--- src/hdl/cubic_bezier_evaluator_defines.svh ---
// ----------------------------------------------------------------------------
// cubic bezier evaluator assertion macros
// concurrent property shorthands used by the evaluator top level
// ----------------------------------------------------------------------------
`ifndef CUBIC_BEZIER_EVALUATOR_DEFINES_SVH
`define CUBIC_BEZIER_EVALUATOR_DEFINES_SVH

// consequent checked in the same cycle
`define CBE_ASSERT_SAME(label, clk, rst_n, ante, cons, msg) \
    label: assert property (@(posedge clk) disable iff (!rst_n) (ante) |-> (cons)) \
        else $error(msg);

// consequent checked in the next cycle
`define CBE_ASSERT_NEXT(label, clk, rst_n, ante, cons, msg) \
    label: assert property (@(posedge clk) disable iff (!rst_n) (ante) |=> (cons)) \
        else $error(msg);

`endif

--- src/hdl/cbe_pkg.sv ---
// ----------------------------------------------------------------------------
// cbe_pkg
// shared widths, register indexes and pipeline control type of the cubic
// bezier evaluator
// ----------------------------------------------------------------------------
package cbe_pkg;

    localparam int T_FRAC_BITS_DEF = 16;

    localparam int T_W       = 17;
    localparam int PNT_W     = 32;
    localparam int POS_W     = 32;
    localparam int VEL_W     = 36;
    localparam int ACC_W     = 38;
    localparam int COEF_A_W  = 35;
    localparam int COEF_B_W  = 36;
    localparam int COEF_C_W  = 35;
    localparam int CFG_IDX_W = 8;
    localparam int CFG_DAT_W = 32;

    localparam int NUM_STAGES = 7;

    typedef enum logic [CFG_IDX_W-1:0] {
        CFG_CTRL0_X = 8'd0,
        CFG_CTRL0_Y = 8'd1,
        CFG_CTRL1_X = 8'd2,
        CFG_CTRL1_Y = 8'd3,
        CFG_CTRL2_X = 8'd4,
        CFG_CTRL2_Y = 8'd5,
        CFG_CTRL3_X = 8'd6,
        CFG_CTRL3_Y = 8'd7
    } t_cfg_idx;

    typedef struct packed {
        logic [NUM_STAGES-1:0] load;
        logic [NUM_STAGES-1:0] vld;
    } t_pipe_ctl;

endpackage

--- src/hdl/cbe_pipe.sv ---
// ----------------------------------------------------------------------------
// cbe_pipe
// valid bits and per-stage load enables of the evaluator pipeline; a stage
// loads whenever it is empty or the stage after it moves, so bubbles close up
// behind a held result
// ----------------------------------------------------------------------------
module cbe_pipe
    import cbe_pkg::*;
(
    input  logic      i_clk,
    input  logic      i_rst_n,
    input  logic      i_in_valid,
    output logic      o_in_stall,
    output logic      o_out_valid,
    input  logic      i_out_stall,
    output t_pipe_ctl o_ctl
);

    logic [NUM_STAGES-1:0] r_vld;
    logic [NUM_STAGES-1:0] n_vld;
    logic [NUM_STAGES-1:0] rdy;

    always_comb begin
        rdy[NUM_STAGES-1] = !r_vld[NUM_STAGES-1] || !i_out_stall;
        for (int k = NUM_STAGES - 2; k >= 0; k--) begin
            rdy[k] = !r_vld[k] || rdy[k+1];
        end
        n_vld[0] = rdy[0] ? i_in_valid : r_vld[0];
        for (int k = 1; k < NUM_STAGES; k++) begin
            n_vld[k] = rdy[k] ? r_vld[k-1] : r_vld[k];
        end
    end

    always_ff @(posedge i_clk) begin
        if (!i_rst_n) begin
            r_vld <= '0;
        end else begin
            r_vld <= n_vld;
        end
    end

    assign o_in_stall  = !rdy[0];
    assign o_out_valid = r_vld[NUM_STAGES-1];
    assign o_ctl.load  = rdy;
    assign o_ctl.vld   = r_vld;

endmodule

--- config.mk ---
export PLATFORM = sky130hd
export DESIGN_NAME = cbe_pipe
export DESIGN_NICKNAME = d
export VERILOG_FILES = /design/src/hdl/cubic_bezier_evaluator_defines.svh /design/src/hdl/cbe_pkg.sv /design/src/hdl/cbe_pipe.sv
export SDC_FILE = /design/constraint.sdc
export NUM_CORES = 1
export LEC_CHECK = 0
export BUFFER_PORTS_ARGS = -buffer_cell sky130_fd_sc_hd__buf_2
export CAP_MARGIN = 20
export CORE_AREA = 2 2 39 41
export CTS_CLUSTER_DIAMETER = 80
export CTS_CLUSTER_SIZE = 25
export DETAILED_ROUTE_END_ITERATION = 7
export DIE_AREA = 0 0 41 43
export PLACE_DENSITY_LB_ADDON = 0.2
export SYNTH_ARGS = -nofsm -noshare
export SYNTH_HDL_FRONTEND = slang
export SYNTH_SLANG_ARGS = --single-unit
--- constraint.sdc ---
create_clock -name i_clk -period 1.22 [get_ports i_clk]
set_input_delay 0.122 -clock i_clk [delete_from_list [all_inputs] [get_ports i_clk]]
set_output_delay 0.122 -clock i_clk [all_outputs]
set_load 0.1 [all_outputs]
Word-level counts from Yosys, hierarchy flattened
Cells that the tools add are included.
{"block": "word_totals", "out_inout_bits": 16, "in_bits": 4, "ff_bits": 7, "elab_cells": 23}
{"block": "classes", "n_reduce_logical": 16}
{"cell": "logical NOT 1 bit", "count": 9}
{"cell": "logical OR 1 bit", "count": 7}

Depth between registers and ports, before layout
{"block": "logic_depth", "ltp_word": 9, "ltp_mapped": 4, "mapped_depth_nobuf": 4}

Worst setup path before layout
OpenSTA, ideal clock, no wires.
{"block": "synth_path", "kind": "register -> output", "startpoint": "register r_vld[6]", "endpoint": "output o_ctl[7] in the netlist's numbering", "path_slack_ps": -1976, "required_ps": 1098, "path_stages_with_launch": 5, "arrival_time_ps": 3074, "path_buffers": 0, "path_cell_list": "dfxtp_1 and3_4 inv_4 nor3_4 inv_1"}
{"element": "start, declared", "line_no": "cbe_pipe.sv:19", "source": "logic [NUM_STAGES-1:0] r_vld;"}
{"element": "start signal, assigned", "line_no": "cbe_pipe.sv:38", "source": "r_vld <= n_vld;"}
{"element": "end, declared", "line_no": "cbe_pipe.sv:16", "source": "output t_pipe_ctl o_ctl"}

==> impl_metrics.yaml <==
worst_setup_path:
  critical_path_class: "register to primary output"
  ff2ff_path_depth: 6
  worstReg2RegStart: "r_vld[6]"
  cp_data_arrival_time_ns: 1.38
  path_max_fanout: 2
  r2r-end: "r_vld[1]"
  crit_path_start_kind: "register"
  slowest_stage: "dfxtp_4"
  end_kind: "primary output"
  crit_chain: "and3_4 > inv_8 > nor3_4 > clkinvlp_4 > buf_6"
  cpPeakStageDelay_ns: 0.34
  critPathRequiredTime_ns: 1.10
  rrSetupSlack_ns: 0.10
place:
  dp.final_hpwl_um: 599
  routabilityCongestion: 0.676
  dp_slack_ns: -0.0942
  io_buffers: 19
timing:
  max_freq_mhz: 665
  drv_slew: 0
  worst_pin_slew_ns: 0.483
  maxSlewHeadroom_pct: 68.0
  hold_viol_final: 0
  rsz0062_at_grt: "true"
  setup_violations: 7
  setup_ws_ns: -0.284
  fin_skew_ns: 0.00173
  period_share_pct: 123
  period_minus_slack_ns: 1.50
synth:
  synth_edf_count: 0
  ys_ff_latch: 7
  synthSimpleGateAreaFrac_pct: 21.6
  synth_mux_area_share_pct: 0
  synth.top_cells.by_count: "dfxtp_1 (7), inv_1 (6), o21a_1 (3)"
  yosys_warnings: 0
  synth_area_leaders: "dfxtp_1 (48%), inv_1 (7.8%), o21a_1 (7.8%)"
  synth_cells: 31
  synth-compound-area-share_pct: 17.3
  synthesis.area_um2: 289
  yosys.area.top_type: "dfxtp_1"
  synth_top_family_by_area: "simple AND/OR/NAND/NOR gates"
  synth_nets: 35
  synthArstFlopShare_pct: 0
  synth_top_area_share_pct: 48.5
  synthAdderAreaFrac_pct: 0
  synth-main-ff-cell: "dfxtp_1"
  synth_most_common_cell: "dfxtp_1"
  synthXorXnorAreaFrac_pct: 0
  synth-seq-area-share_pct: 48.5
  synth_area_per_cell_um2: 9.32
  synth_cell_types: 15
clocking:
  cts.hold.buffers_added: 0
  clk-insertion-delay-late_ns: 0.26
  clk_pin_slew_worst_paths_ns: 0.06
  clock_path_buffers: 2
  cts_tree: "done"
  root_buffer: "clkbuf_4"
  cts_buffers: 3
  cts-htree-levels: 1
  cts_setup_buffers: 0
  cts.sinks: 7
finish:
  fillers: 117
  diodes: 0
  drive_above_1_share_pct: 76.6
  areaGrowthSynthToFinish_pct: 169
  final_core_util_pct: 56.1
  largestRegisters: "r_vld x7"
  top_register: "r_vld"
  largest_reg_flops: 7
  nets: 69
drt:
  viasPerCell: 4.13
  drtIter0Drc: 2
  drc: 0
  vias: 330
  antenna_left: 0
  drt_first_pass_iters: 2
  avgRoutedWirePerCell_um: 9.58
  drt-total-wl_um: 766
run_status:
  status: "complete, but fails checks"
  violations: "setup timing"
hold_path:
  holdPathStages: 2
  hold_class: "input pin to register"
  hold_end: "r_vld[0]"
  min-delay-start: "i_in_valid"
power:
  peakVddDrop_v: 0.000502
  power_density_mw_per_mm2: 679
  leakagePower_nw: 0.351
  power_mw: 0.528
run:
  drv_cap: 0
floorplan:
  die_width_um: 41
  initial_utilization_pct: 20.9
  die-area_mm2: 0.00176
  io_pins: 20
  coreArea_mm2: 0.00138
  rows: 14
  die_y_um: 43
grt:
  grt_max_degree: 8
  grt_usage_pct: 11.9
  grt_pass1_vias: 312
  antenna_found_initial: 0
  gr-total-overflow: 0
  grt_first_pass_wirelength_mm: 1.31
-- critical path, delay by kind of cell (launching register included) --
family,cells,cell delay (ns)
simple gates,2,0.44
buf+inv,3,0.35
flops,1,0.34
-- report_power, final --
group,internal [mW],switching [mW],leakage (nW)
logic,0.0275,0.0538,0.271
registers,0.225,0.00289,0.0616
clock network,0.120,0.0981,0.0177
-- stage by stage --
step | std cells | cell area, um^2 | hold slack, ns | setup TNS (ns)
4_1_cts | 80 | 777 | 0.0521 | -1.43
3_5_place_dp | 76 | 719 | 0.322 | -0.137
6_report | 80 | 777 | 0.0565 | -1.33
3_3_place_gp | 76 | 719 | 0.317 | -0.100
5_1_grt | 80 | 777 | 0.0607 | -1.70
2_1_floorplan | 31 | 319 | 0.232 | -7.47
-- worst max-delay path by stage --
stage	end	startpoint	cells after the start
after global placement	o_ctl[7]	r_vld[5]	5
after detailed placement	o_ctl[7]	r_vld[6]	5
final	o_ctl[7]	r_vld[6]	5
after floorplan	o_ctl[7]	r_vld[6]	4
after global routing	o_ctl[7]	r_vld[5]	5
after CTS	o_ctl[7]	r_vld[5]	5
-- layout by cell type (no fill, tap or decap) --
cell type,synthesis,final
nand2_1,2,1
clkinvlp_4,0,1
a21oi_1,1,1
dfxtp_2,0,2
nand3_2,0,1
buf_12,0,14
and3_4,1,1
inv_8,0,1
nor2b_1,1,1
a21boi_1,2,2
o21a_1,3,3
clkinv_2,0,1
nor3_4,1,1
buf_6,0,2
nand4_1,2,2
inv_2,0,1
clkbuf_4,0,3
a21boi_0,1,1
buf_2,0,4
nor2_4,0,1
dfxtp_4,0,5
buf_4,1,10
nand2_4,0,1
inv_1,6,4
-- layer usage --
layer	part of all wire (%)	track usage, %
met1	38	13.1
met2	50	16.6
met3	8.5	5.24
met4	3.0	10.0
met5	0	0
-- cell families (layout without fill, tap and decap cells) --
family          count (synthesis)  count (layout)
buf+inv                         8              41
simple gates                    9               9
compound gates                  7               7
flops                           7               7
-- repair_timing --
action / in CTS / in global routing
cloned: 0 / 0
endpoints found under the setup margin: 7 / 7
pin swaps: 3 / 0
gates resized for setup: 9 / 0
-- layout make-up --
class | instances | area, um^2 | area share, %
clock inverter | 1 | 5.00 | 0.644
timing repair buffer | 30 | 398 | 51.2
clock buffer | 3 | 22.5 | 2.90
inverter | 7 | 37.5 | 4.83
multi-input combinational | 16 | 133 | 17.1
sequential | 7 | 161 | 20.8
tap | 16 | 20.0 | 2.58
Note: power is estimated with default switching activity, not from simulation.
